**config.mk**
```make
export PLATFORM = sky130hd
export DESIGN_NAME = q_format_divider_unit
export DESIGN_NICKNAME = d
export VERILOG_FILES = /design/src/hdl/qfd_pkg.sv /design/src/hdl/qfd_norm.sv /design/src/hdl/qfd_iter.sv /design/src/hdl/q_format_divider_unit.sv
export SDC_FILE = /design/constraint.sdc
export NUM_CORES = 2
export LEC_CHECK = 0
export ABC_AREA = 1
export BUFFER_PORTS_ARGS = -buffer_cell sky130_fd_sc_hd__buf_2
export CAP_MARGIN = 20
export CORE_MARGIN = 2
export CORE_UTILIZATION = 50
export DETAILED_ROUTE_END_ITERATION = 10
export PLACE_DENSITY = 0.77
export SKIP_LAST_GASP = 1
export SYNTH_ARGS = -nofsm -noshare
export SYNTH_HDL_FRONTEND = slang
export SYNTH_SLANG_ARGS = --single-unit
```
**constraint.sdc**
```tcl
create_clock -name aclk -period 10.2 [get_ports aclk]
set_clock_uncertainty 0.05 [all_clocks]
set_input_delay 1.53 -clock aclk [delete_from_list [all_inputs] [get_ports aclk]]
set_output_delay 1.53 -clock aclk [all_outputs]
set_load 0.05 [all_outputs]
```
**src/hdl/qfd_pkg.sv**
```systemverilog
// Shared types, constants and the reciprocal seed table of the Q-format divider.
package qfd_pkg;

    // Sequencer states
    typedef enum logic [2:0] {
        ST_IDLE,
        ST_NORM,
        ST_SEED,
        ST_ITER,
        ST_DONE
    } qfd_state_t;

    localparam int unsigned DATA_W     = 32;
    localparam int unsigned FRAC_W     = 5;
    localparam logic [FRAC_W-1:0] FRAC_RESET = 5'd15;
    localparam logic [FRAC_W-1:0] FRAC_MAX   = 5'd31;

    // Normalizer: shifts of 16, 8, 4, 2, 1
    localparam logic [2:0] NORM_LAST = 3'd4;
    // Multiplier schedule: six Newton products, then the final product
    localparam logic [2:0] ITER_LAST = 3'd6;

    localparam logic [DATA_W-1:0] MIN_NEG  = 32'h8000_0000;
    localparam logic [7:0]        SEED_BASE = 8'h40;
    localparam logic [7:0]        SEED_TOP  = 8'd64;

    // Control from the sequencer to the normalizer
    typedef struct packed {
        logic       load;
        logic       step;
        logic [2:0] step_idx;
    } norm_ctrl_t;

    // Control from the sequencer to the multiply datapath
    typedef struct packed {
        logic       seed_load;
        logic       mul_en;
        logic [2:0] mul_step;
    } iter_ctrl_t;

    // 7-bit reciprocal seed for a normalized divisor, indexed by d[31:24] - 64
    function automatic logic [6:0] recip_seed(input logic [6:0] idx);
        logic [6:0] s;
        case (idx)
            7'd0:  s = 7'h7F;  7'd1:  s = 7'h7D;  7'd2:  s = 7'h7B;  7'd3:  s = 7'h79;
            7'd4:  s = 7'h78;  7'd5:  s = 7'h76;  7'd6:  s = 7'h74;  7'd7:  s = 7'h73;
            7'd8:  s = 7'h71;  7'd9:  s = 7'h6F;  7'd10: s = 7'h6E;  7'd11: s = 7'h6D;
            7'd12: s = 7'h6B;  7'd13: s = 7'h6A;  7'd14: s = 7'h68;  7'd15: s = 7'h67;
            7'd16: s = 7'h66;  7'd17: s = 7'h65;  7'd18: s = 7'h63;  7'd19: s = 7'h62;
            7'd20: s = 7'h61;  7'd21: s = 7'h60;  7'd22: s = 7'h5F;  7'd23: s = 7'h5E;
            7'd24: s = 7'h5D;  7'd25: s = 7'h5C;  7'd26: s = 7'h5B;  7'd27: s = 7'h5A;
            7'd28: s = 7'h59;  7'd29: s = 7'h58;  7'd30: s = 7'h57;  7'd31: s = 7'h56;
            7'd32: s = 7'h55;  7'd33: s = 7'h54;  7'd34: s = 7'h53;  7'd35: s = 7'h52;
            7'd36: s = 7'h52;  7'd37: s = 7'h51;  7'd38: s = 7'h50;  7'd39: s = 7'h4F;
            7'd40: s = 7'h4E;  7'd41: s = 7'h4E;  7'd42: s = 7'h4D;  7'd43: s = 7'h4C;
            7'd44: s = 7'h4C;  7'd45: s = 7'h4B;  7'd46: s = 7'h4A;  7'd47: s = 7'h49;
            7'd48: s = 7'h49;  7'd49: s = 7'h48;  7'd50: s = 7'h48;  7'd51: s = 7'h47;
            7'd52: s = 7'h46;  7'd53: s = 7'h46;  7'd54: s = 7'h45;  7'd55: s = 7'h45;
            7'd56: s = 7'h44;  7'd57: s = 7'h43;  7'd58: s = 7'h43;  7'd59: s = 7'h42;
            7'd60: s = 7'h42;  7'd61: s = 7'h41;  7'd62: s = 7'h41;  7'd63: s = 7'h40;
            default: s = 7'h40;
        endcase
        return s;
    endfunction

endpackage

```
**src/hdl/qfd_norm.sv**
```systemverilog
// Divisor normalizer, dividend alignment, overflow check and seed lookup.
module qfd_norm (
    input  logic                          aclk,
    input  qfd_pkg::norm_ctrl_t           ctrl,
    input  logic [qfd_pkg::DATA_W-1:0]    a_mag,
    input  logic [qfd_pkg::DATA_W-1:0]    d_mag,
    input  logic [qfd_pkg::FRAC_W-1:0]    frac_bits,
    output logic [qfd_pkg::DATA_W-1:0]    d_norm,
    output logic [qfd_pkg::DATA_W-1:0]    num_q,
    output logic                          num_ovf,
    output logic [6:0]                    seed
);

    logic [31:0] d_reg, d_next;
    logic [63:0] num_reg, num_next;
    logic [4:0]  sh_amt;
    logic        sh_fits;
    logic [63:0] num_al;
    logic [7:0]  seed_raw;
    logic [6:0]  seed_idx;

    // One binary step of the leading-zero search: shift by 16, 8, 4, 2, 1
    assign sh_amt  = 5'd16 >> ctrl.step_idx;
    assign sh_fits = ((d_reg >> (6'd31 - {1'b0, sh_amt})) == 32'd0);

    always_comb begin
        d_next   = d_reg;
        num_next = num_reg;
        if (ctrl.load) begin
            d_next   = d_mag;
            num_next = {32'd0, a_mag};
        end else if (ctrl.step && sh_fits) begin
            d_next   = d_reg << sh_amt;
            num_next = num_reg << sh_amt;
        end
    end

    always_ff @(posedge aclk) begin
        d_reg   <= d_next;
        num_reg <= num_next;
    end

    // Align dividend to the fraction bits
    always_comb begin
        if (frac_bits == qfd_pkg::FRAC_MAX) begin
            num_al = {num_reg[62:0], 1'b0};
        end else begin
            num_al = num_reg >> (5'd30 - frac_bits);
        end
    end

    assign num_ovf = (num_al[63:32] != 32'd0);
    assign num_q   = num_al[31:0];
    assign d_norm  = d_reg;

    // Seed index from the top byte of the normalized divisor, clamped
    assign seed_raw = d_reg[31:24] - qfd_pkg::SEED_BASE;
    assign seed_idx = (seed_raw > qfd_pkg::SEED_TOP) ? 7'd64 : seed_raw[6:0];
    assign seed     = qfd_pkg::recip_seed(seed_idx);

endmodule

```
**src/hdl/qfd_iter.sv**
```systemverilog
// Shared 32x32 multiplier running the Newton refinement and the final product.
module qfd_iter (
    input  logic                          aclk,
    input  qfd_pkg::iter_ctrl_t           ctrl,
    input  logic [6:0]                    seed,
    input  logic [qfd_pkg::DATA_W-1:0]    d_norm,
    input  logic [qfd_pkg::DATA_W-1:0]    num_q,
    output logic [qfd_pkg::DATA_W-1:0]    result
);

    logic [31:0] f_reg, f_next;
    logic [31:0] d_reg, d_next;
    logic [31:0] t_reg, t_next;
    logic [31:0] n_reg, n_next;
    logic [31:0] op_b;
    logic [63:0] prod;
    logic [31:0] p31;

    // Operand select: even steps f*d, odd steps f*t, last step f*num
    always_comb begin
        if (ctrl.mul_step == qfd_pkg::ITER_LAST) begin
            op_b = n_reg;
        end else if (ctrl.mul_step[0]) begin
            op_b = t_reg;
        end else begin
            op_b = d_reg;
        end
    end

    assign prod = {32'd0, f_reg} * {32'd0, op_b};
    assign p31  = prod[62:31];

    always_comb begin
        f_next = f_reg;
        d_next = d_reg;
        t_next = t_reg;
        n_next = n_reg;
        if (ctrl.seed_load) begin
            f_next = {1'b0, seed, 24'd0};
            d_next = d_norm;
            n_next = num_q;
        end else if (ctrl.mul_en) begin
            if (ctrl.mul_step == qfd_pkg::ITER_LAST) begin
                t_next = p31;
            end else if (ctrl.mul_step[0]) begin
                f_next = p31;
            end else begin
                // (2^31 - p) << 1 wraps to -(p << 1)
                t_next = 32'd0 - {p31[30:0], 1'b0};
            end
        end
    end

    always_ff @(posedge aclk) begin
        f_reg <= f_next;
        d_reg <= d_next;
        t_reg <= t_next;
        n_reg <= n_next;
    end

    assign result = t_reg;

endmodule

```
**src/hdl/q_format_divider_unit.sv**
```systemverilog
// Top level of the signed Q-format divider: sequencer, config register, output register.
// Divides two signed 32-bit fixed-point values with frac_bits fraction bits (reset 15) by
// normalizing the divisor, seeding a reciprocal from a 65-entry table and refining it with
// three Newton steps on one shared 32x32 multiplier. An item passes the accept state, the
// leading-zero search, the alignment and seed state, the shared multiplier and the finishing
// state, which rounds off the sign and loads the output register. A zero divisor or a dividend
// of -2^31 goes from the accept state straight to the finishing state, an aligned dividend
// overflow from the seed state. Errors return quotient -1 with error set. The finishing state
// waits for the output side; only then is input taken again, even with a result waiting in the
// output register. frac_bits must be written only while idle; the block does not enforce it.
module q_format_divider_unit (
    input  logic                aclk,
    input  logic                aresetn,
    input  logic                s_valid,
    output logic                s_ready,
    input  logic signed [31:0]  s_dividend,
    input  logic signed [31:0]  s_divisor,
    output logic                m_valid,
    input  logic                m_ready,
    output logic signed [31:0]  m_quotient,
    output logic                m_error,
    input  logic                cfg_valid,
    output logic                cfg_ready,
    input  logic [4:0]          cfg_frac_bits
);

    qfd_pkg::qfd_state_t state_reg, state_next;
    logic [2:0]  norm_cnt_reg, norm_cnt_next;
    logic [2:0]  iter_cnt_reg, iter_cnt_next;
    logic        neg_reg, neg_next;
    logic        err_reg, err_next;
    logic [4:0]  frac_reg;
    logic        m_valid_reg, m_valid_next;
    logic [31:0] m_quotient_reg, m_quotient_next;
    logic        m_error_reg, m_error_next;

    logic        early_err;
    logic [31:0] a_mag, d_mag;
    logic [31:0] d_norm, num_q, result;
    logic        num_ovf;
    logic [6:0]  seed;
    logic        out_free;
    qfd_pkg::norm_ctrl_t norm_ctrl;
    qfd_pkg::iter_ctrl_t iter_ctrl;

    // Config register
    assign cfg_ready = 1'b1;
    always_ff @(posedge aclk) begin
        if (!aresetn) begin
            frac_reg <= qfd_pkg::FRAC_RESET;
        end else if (cfg_valid) begin
            frac_reg <= cfg_frac_bits;
        end
    end

    // Sign and magnitude split
    assign early_err = (s_divisor == 32'sd0) || (s_dividend == qfd_pkg::MIN_NEG);
    assign a_mag = s_dividend[31] ? (32'd0 - s_dividend) : s_dividend;
    assign d_mag = s_divisor[31]  ? (32'd0 - s_divisor)  : s_divisor;

    assign s_ready  = (state_reg == qfd_pkg::ST_IDLE);
    assign out_free = !m_valid_reg || m_ready;

    // Sequencer: next state and datapath control
    always_comb begin
        state_next      = state_reg;
        norm_cnt_next   = norm_cnt_reg;
        iter_cnt_next   = iter_cnt_reg;
        neg_next        = neg_reg;
        err_next        = err_reg;
        m_valid_next    = m_valid_reg && !m_ready;
        m_quotient_next = m_quotient_reg;
        m_error_next    = m_error_reg;
        norm_ctrl       = '0;
        iter_ctrl       = '0;
        case (state_reg)
            qfd_pkg::ST_IDLE: begin
                if (s_valid) begin
                    neg_next = s_dividend[31] ^ s_divisor[31];
                    if (early_err) begin
                        err_next   = 1'b1;
                        state_next = qfd_pkg::ST_DONE;
                    end else begin
                        err_next       = 1'b0;
                        norm_ctrl.load = 1'b1;
                        norm_cnt_next  = 3'd0;
                        state_next     = qfd_pkg::ST_NORM;
                    end
                end
            end
            qfd_pkg::ST_NORM: begin
                norm_ctrl.step     = 1'b1;
                norm_ctrl.step_idx = norm_cnt_reg;
                if (norm_cnt_reg == qfd_pkg::NORM_LAST) begin
                    state_next = qfd_pkg::ST_SEED;
                end else begin
                    norm_cnt_next = norm_cnt_reg + 3'd1;
                end
            end
            qfd_pkg::ST_SEED: begin
                if (num_ovf) begin
                    err_next   = 1'b1;
                    state_next = qfd_pkg::ST_DONE;
                end else begin
                    iter_ctrl.seed_load = 1'b1;
                    iter_cnt_next       = 3'd0;
                    state_next          = qfd_pkg::ST_ITER;
                end
            end
            qfd_pkg::ST_ITER: begin
                iter_ctrl.mul_en   = 1'b1;
                iter_ctrl.mul_step = iter_cnt_reg;
                if (iter_cnt_reg == qfd_pkg::ITER_LAST) begin
                    state_next = qfd_pkg::ST_DONE;
                end else begin
                    iter_cnt_next = iter_cnt_reg + 3'd1;
                end
            end
            qfd_pkg::ST_DONE: begin
                if (out_free) begin
                    m_valid_next = 1'b1;
                    if (err_reg || result[31]) begin
                        m_quotient_next = 32'hFFFF_FFFF;
                        m_error_next    = 1'b1;
                    end else begin
                        m_quotient_next = neg_reg ? (32'd0 - result) : result;
                        m_error_next    = 1'b0;
                    end
                    state_next = qfd_pkg::ST_IDLE;
                end
            end
            default: begin
                state_next = qfd_pkg::ST_IDLE;
            end
        endcase
    end

    // Control registers
    always_ff @(posedge aclk) begin
        if (!aresetn) begin
            state_reg    <= qfd_pkg::ST_IDLE;
            norm_cnt_reg <= 3'd0;
            iter_cnt_reg <= 3'd0;
            err_reg      <= 1'b0;
            neg_reg      <= 1'b0;
            m_valid_reg  <= 1'b0;
        end else begin
            state_reg    <= state_next;
            norm_cnt_reg <= norm_cnt_next;
            iter_cnt_reg <= iter_cnt_next;
            err_reg      <= err_next;
            neg_reg      <= neg_next;
            m_valid_reg  <= m_valid_next;
        end
    end

    // Output payload
    always_ff @(posedge aclk) begin
        m_quotient_reg <= m_quotient_next;
        m_error_reg    <= m_error_next;
    end

    assign m_valid    = m_valid_reg;
    assign m_quotient = m_quotient_reg;
    assign m_error    = m_error_reg;

    qfd_norm u_norm (
        .aclk      (aclk),
        .ctrl      (norm_ctrl),
        .a_mag     (a_mag),
        .d_mag     (d_mag),
        .frac_bits (frac_reg),
        .d_norm    (d_norm),
        .num_q     (num_q),
        .num_ovf   (num_ovf),
        .seed      (seed)
    );

    qfd_iter u_iter (
        .aclk   (aclk),
        .ctrl   (iter_ctrl),
        .seed   (seed),
        .d_norm (d_norm),
        .num_q  (num_q),
        .result (result)
    );

endmodule

```
==> impl_metrics.sql <==
INSERT INTO impl_metrics (metric_group, metric, value, unit) VALUES
('run_status', 'outcome', 'finished clean', ''),
('grt', 'grt_start_max_net_pins', '121', ''),
('final_layout', 'flow.area_growth_from_synthesis', '7.26', '%'),
('logic_synthesis', 'synth-compound-area-share', '10.9', '%'),
('sta', 'final.setup.worst_slack', '0.294', 'ns'),
('logic_synthesis', 'synth-simple-area-share', '21.3', '%'),
('logic_synthesis', 'yosysWarnings', '0', ''),
('route', 'drc', '0', ''),
('worst_hold_path', 'worst_hold_path_type', 'register to register', ''),
('logic_synthesis', 'synth_top_cell_by_area', 'fa_1', ''),
('grt', 'global_route_overflow', '0', ''),
('critical_path', 'worst_path_largest_cell_delay', '0.63', 'ns'),
('sta', 'max_clock_freq', '0.101', 'GHz'),
('placed_design', 'pre_cts_ws', '0.0351', 'ns'),
('clocking', 'max-clock-path-buffers', '3', ''),
('critical_path', 'reg2reg_setup_slack', '0.29', 'ns'),
('sta', 'final.min_clock_period', '9.91', 'ns'),
('die', 'initial_core_util', '50.3', '%'),
('run', 'drv_cap', '0', ''),
('final_layout', 'layout-drive-gt1-share', '7.32', '%'),
('logic_synthesis', 'synth.most_common_cell', 'nand2_1', ''),
('final_layout', 'largest_register_ffs', '64', ''),
('logic_synthesis', 'synth-xor-area-share', '1.16', '%'),
('final_layout', 'postLayoutCellArea', '0.0585', 'mm^2'),
('sta', 'worst_slew_margin_rel', '25.0', '%'),
('logic_synthesis', 'synth_top_flop_cell', 'edfxtp_1', ''),
('route', 'drt.antenna.violating_nets', '0', ''),
('logic_synthesis', 'synthesis.area_per_instance', '7.49', 'um^2'),
('logic_synthesis', 'synth.top_cells.by_area', 'fa_1 (33%), edfxtp_1 (11%), nand2_1 (10%)', ''),
('placed_design', 'half_perimeter_wire_length_after_placement', '171000', 'um'),
('die', 'ios', '110', ''),
('critical_path', 'cp.arrival', '10.26', 'ns'),
('route', 'route.final.wire_length', '212000', 'um'),
('critical_path', 'cp_common_cell', 'fa_1', ''),
('logic_synthesis', 'syn-num-nets', '8524', ''),
('logic_synthesis', 'synth.ff_latch_count', '274', ''),
('critical_path', 'crit_slowest_cell', 'fa_1', ''),
('placed_design', 'gp_routability_congestion', '1.08', ''),
('sta', 'hold-worst-slack', '0.392', 'ns'),
('logic_synthesis', 'post_synthesis_instance_area', '0.0546', 'mm^2'),
('critical_path', 'critical_path_peak_fanout', '37', ''),
('route', 'vias', '51200', ''),
('logic_synthesis', 'yosys.cell_types.count', '64', ''),
('clocking', 'tritoncts.num_buffers', '31', ''),
('final_layout', 'finalNetCount', '8533', ''),
('clocking', 'htree_levels', '1', ''),
('logic_synthesis', 'syn_inst', '7286', ''),
('route', 'routed_via_density', '5.86', ''),
('route', 'detail_route.wl_per_cell', '24.3', 'um'),
('clocking', 'clkTransAtPathRegs', '0.07', 'ns'),
('critical_path', 'required', '10.55', 'ns'),
('critical_path', 'start_kind', 'register', ''),
('sta', 'min_period_over_period', '97.1', '%'),
('critical_path', 'end_kind', 'register', ''),
('grt', 'grt.total_usage', '38.1', '%'),
('placed_design', 'port_buffers', '108', ''),
('critical_path', 'criticalPathCategory', 'register to register', ''),
('route', 'drt_iter0_drc', '5485', ''),
('logic_synthesis', 'number_of_enable_type_register_cells_in_the_synthesized_netlist', '200', ''),
('logic_synthesis', 'ys_async_sr_fraction', '0', '%'),
('die', 'fp.dieH', '334', 'um'),
('sta', 'setup_viol', '0', ''),
('logic_synthesis', 'synth_mux_area_share', '1.74', '%'),
('clocking', 'clk-insertion-delay-late', '0.64', 'ns'),
('sta', 'timing.final.max_slew_violations', '0', ''),
('die', 'fp.dieW', '334', 'um'),
('final_layout', 'nFillCells', '10400', ''),
('logic_synthesis', 'synth-seq-area-share', '13.7', '%'),
('logic_synthesis', 'largest_family_of_logic_cells_by_synthesized_area', 'adder cells', ''),
('logic_synthesis', 'synthTopCellsByCount', 'nand2_1 (1500), inv_1 (1341), nor2_1 (968)', ''),
('grt', 'first_pass_grt_wire_length', '317000', 'um');
[logic make-up (layout without fill, tap and decap cells)]
group,after synthesis,count (layout)
other cells,1,3
fa+ha+maj,1164,1164
xor+xnor,69,69
mux,95,95
buf+inv,1745,1778
compound gates,1071,1071
simple gates,2867,2868
flops,274,274
[cell type report]
type                    count  area [um^2]  area share (%)
multi-input cells        5268        40600            69.4
clock inverters            20          234           0.400
well taps                1414         1770            3.02
repair buffers            337         2400            4.11
diodes                      2         5.00         0.00855
flip-flops and latches    274         7490            12.8
clock buffers              38          822            1.40
inverters                1383         5210            8.90
[metal layers]
layer	part of all wire, %	track usage, %	vias to the layer above
met3	10	7.67	814
met1	36	46.3	24800
li1	-	-	22500
met4	8.5	25.7	6
met5	0.017	0	-
met2	45	61.2	3006
[cells in the final DEF, fill, tap and decap left out, types with 27 or more instances in the layout]
cell type	count
nand3_1	187
fa_1	894
nand2_1	1498
o221ai_1	44
o211ai_1	53
mux2i_1	95
edfxtp_1	200
dfxtp_1	73
buf_2	108
buf_4	216
o21ai_1	106
a21oi_1	193
o21ai_0	532
nor3_1	49
ha_1	269
nor2_1	966
inv_1	1335
nand4_1	33
inv_2	27
o22ai_1	46
or2_2	36
clkbuf_16	31
xor2_1	42
[metrics by stage]
stage	cells	utilization, %	setup TNS, ns
after global placement	8671	52.8	-0.0389
after CTS	8730	53.8	0
after detailed placement	8672	52.8	0
after floorplan	7286	-	0
final	8736	53.9	0
after global routing	8734	53.9	-0.00514
[critical path: cells and delay by family (launching register included)]
family | cells | cell delay [ns]
AO/OA/AOI/OAI | 5 | 1.40
buffers and inverters | 6 | 0.88
multiplexers | 1 | 0.39
flip-flops | 1 | 0.44
adder cells (fa/ha/maj) | 9 | 4.41
AND/OR/NAND/NOR | 15 | 2.03
[final timing paths]
check                                      start           endpoint  cells after the start
worst max-delay path                state_reg[2]  u_iter.result[26]                     36
worst min-delay path            u_norm.d_norm[0]    u_iter.d_reg[0]                      0
worst max register to register      state_reg[2]  u_iter.result[26]                     36
worst min register to register  u_norm.d_norm[0]    u_iter.d_reg[0]                      0
[timing repair]
action	4_1_cts	5_1_grt
hold buffers	0	0
cloned	0	1
resized for setup	1	25
pin swaps	0	0
endpoints found under the setup margin	1	26
buffers inserted	0	2
Power is not shown: default switching activity piles up to over one toggle a cycle in this logic, so the estimate is an artifact.
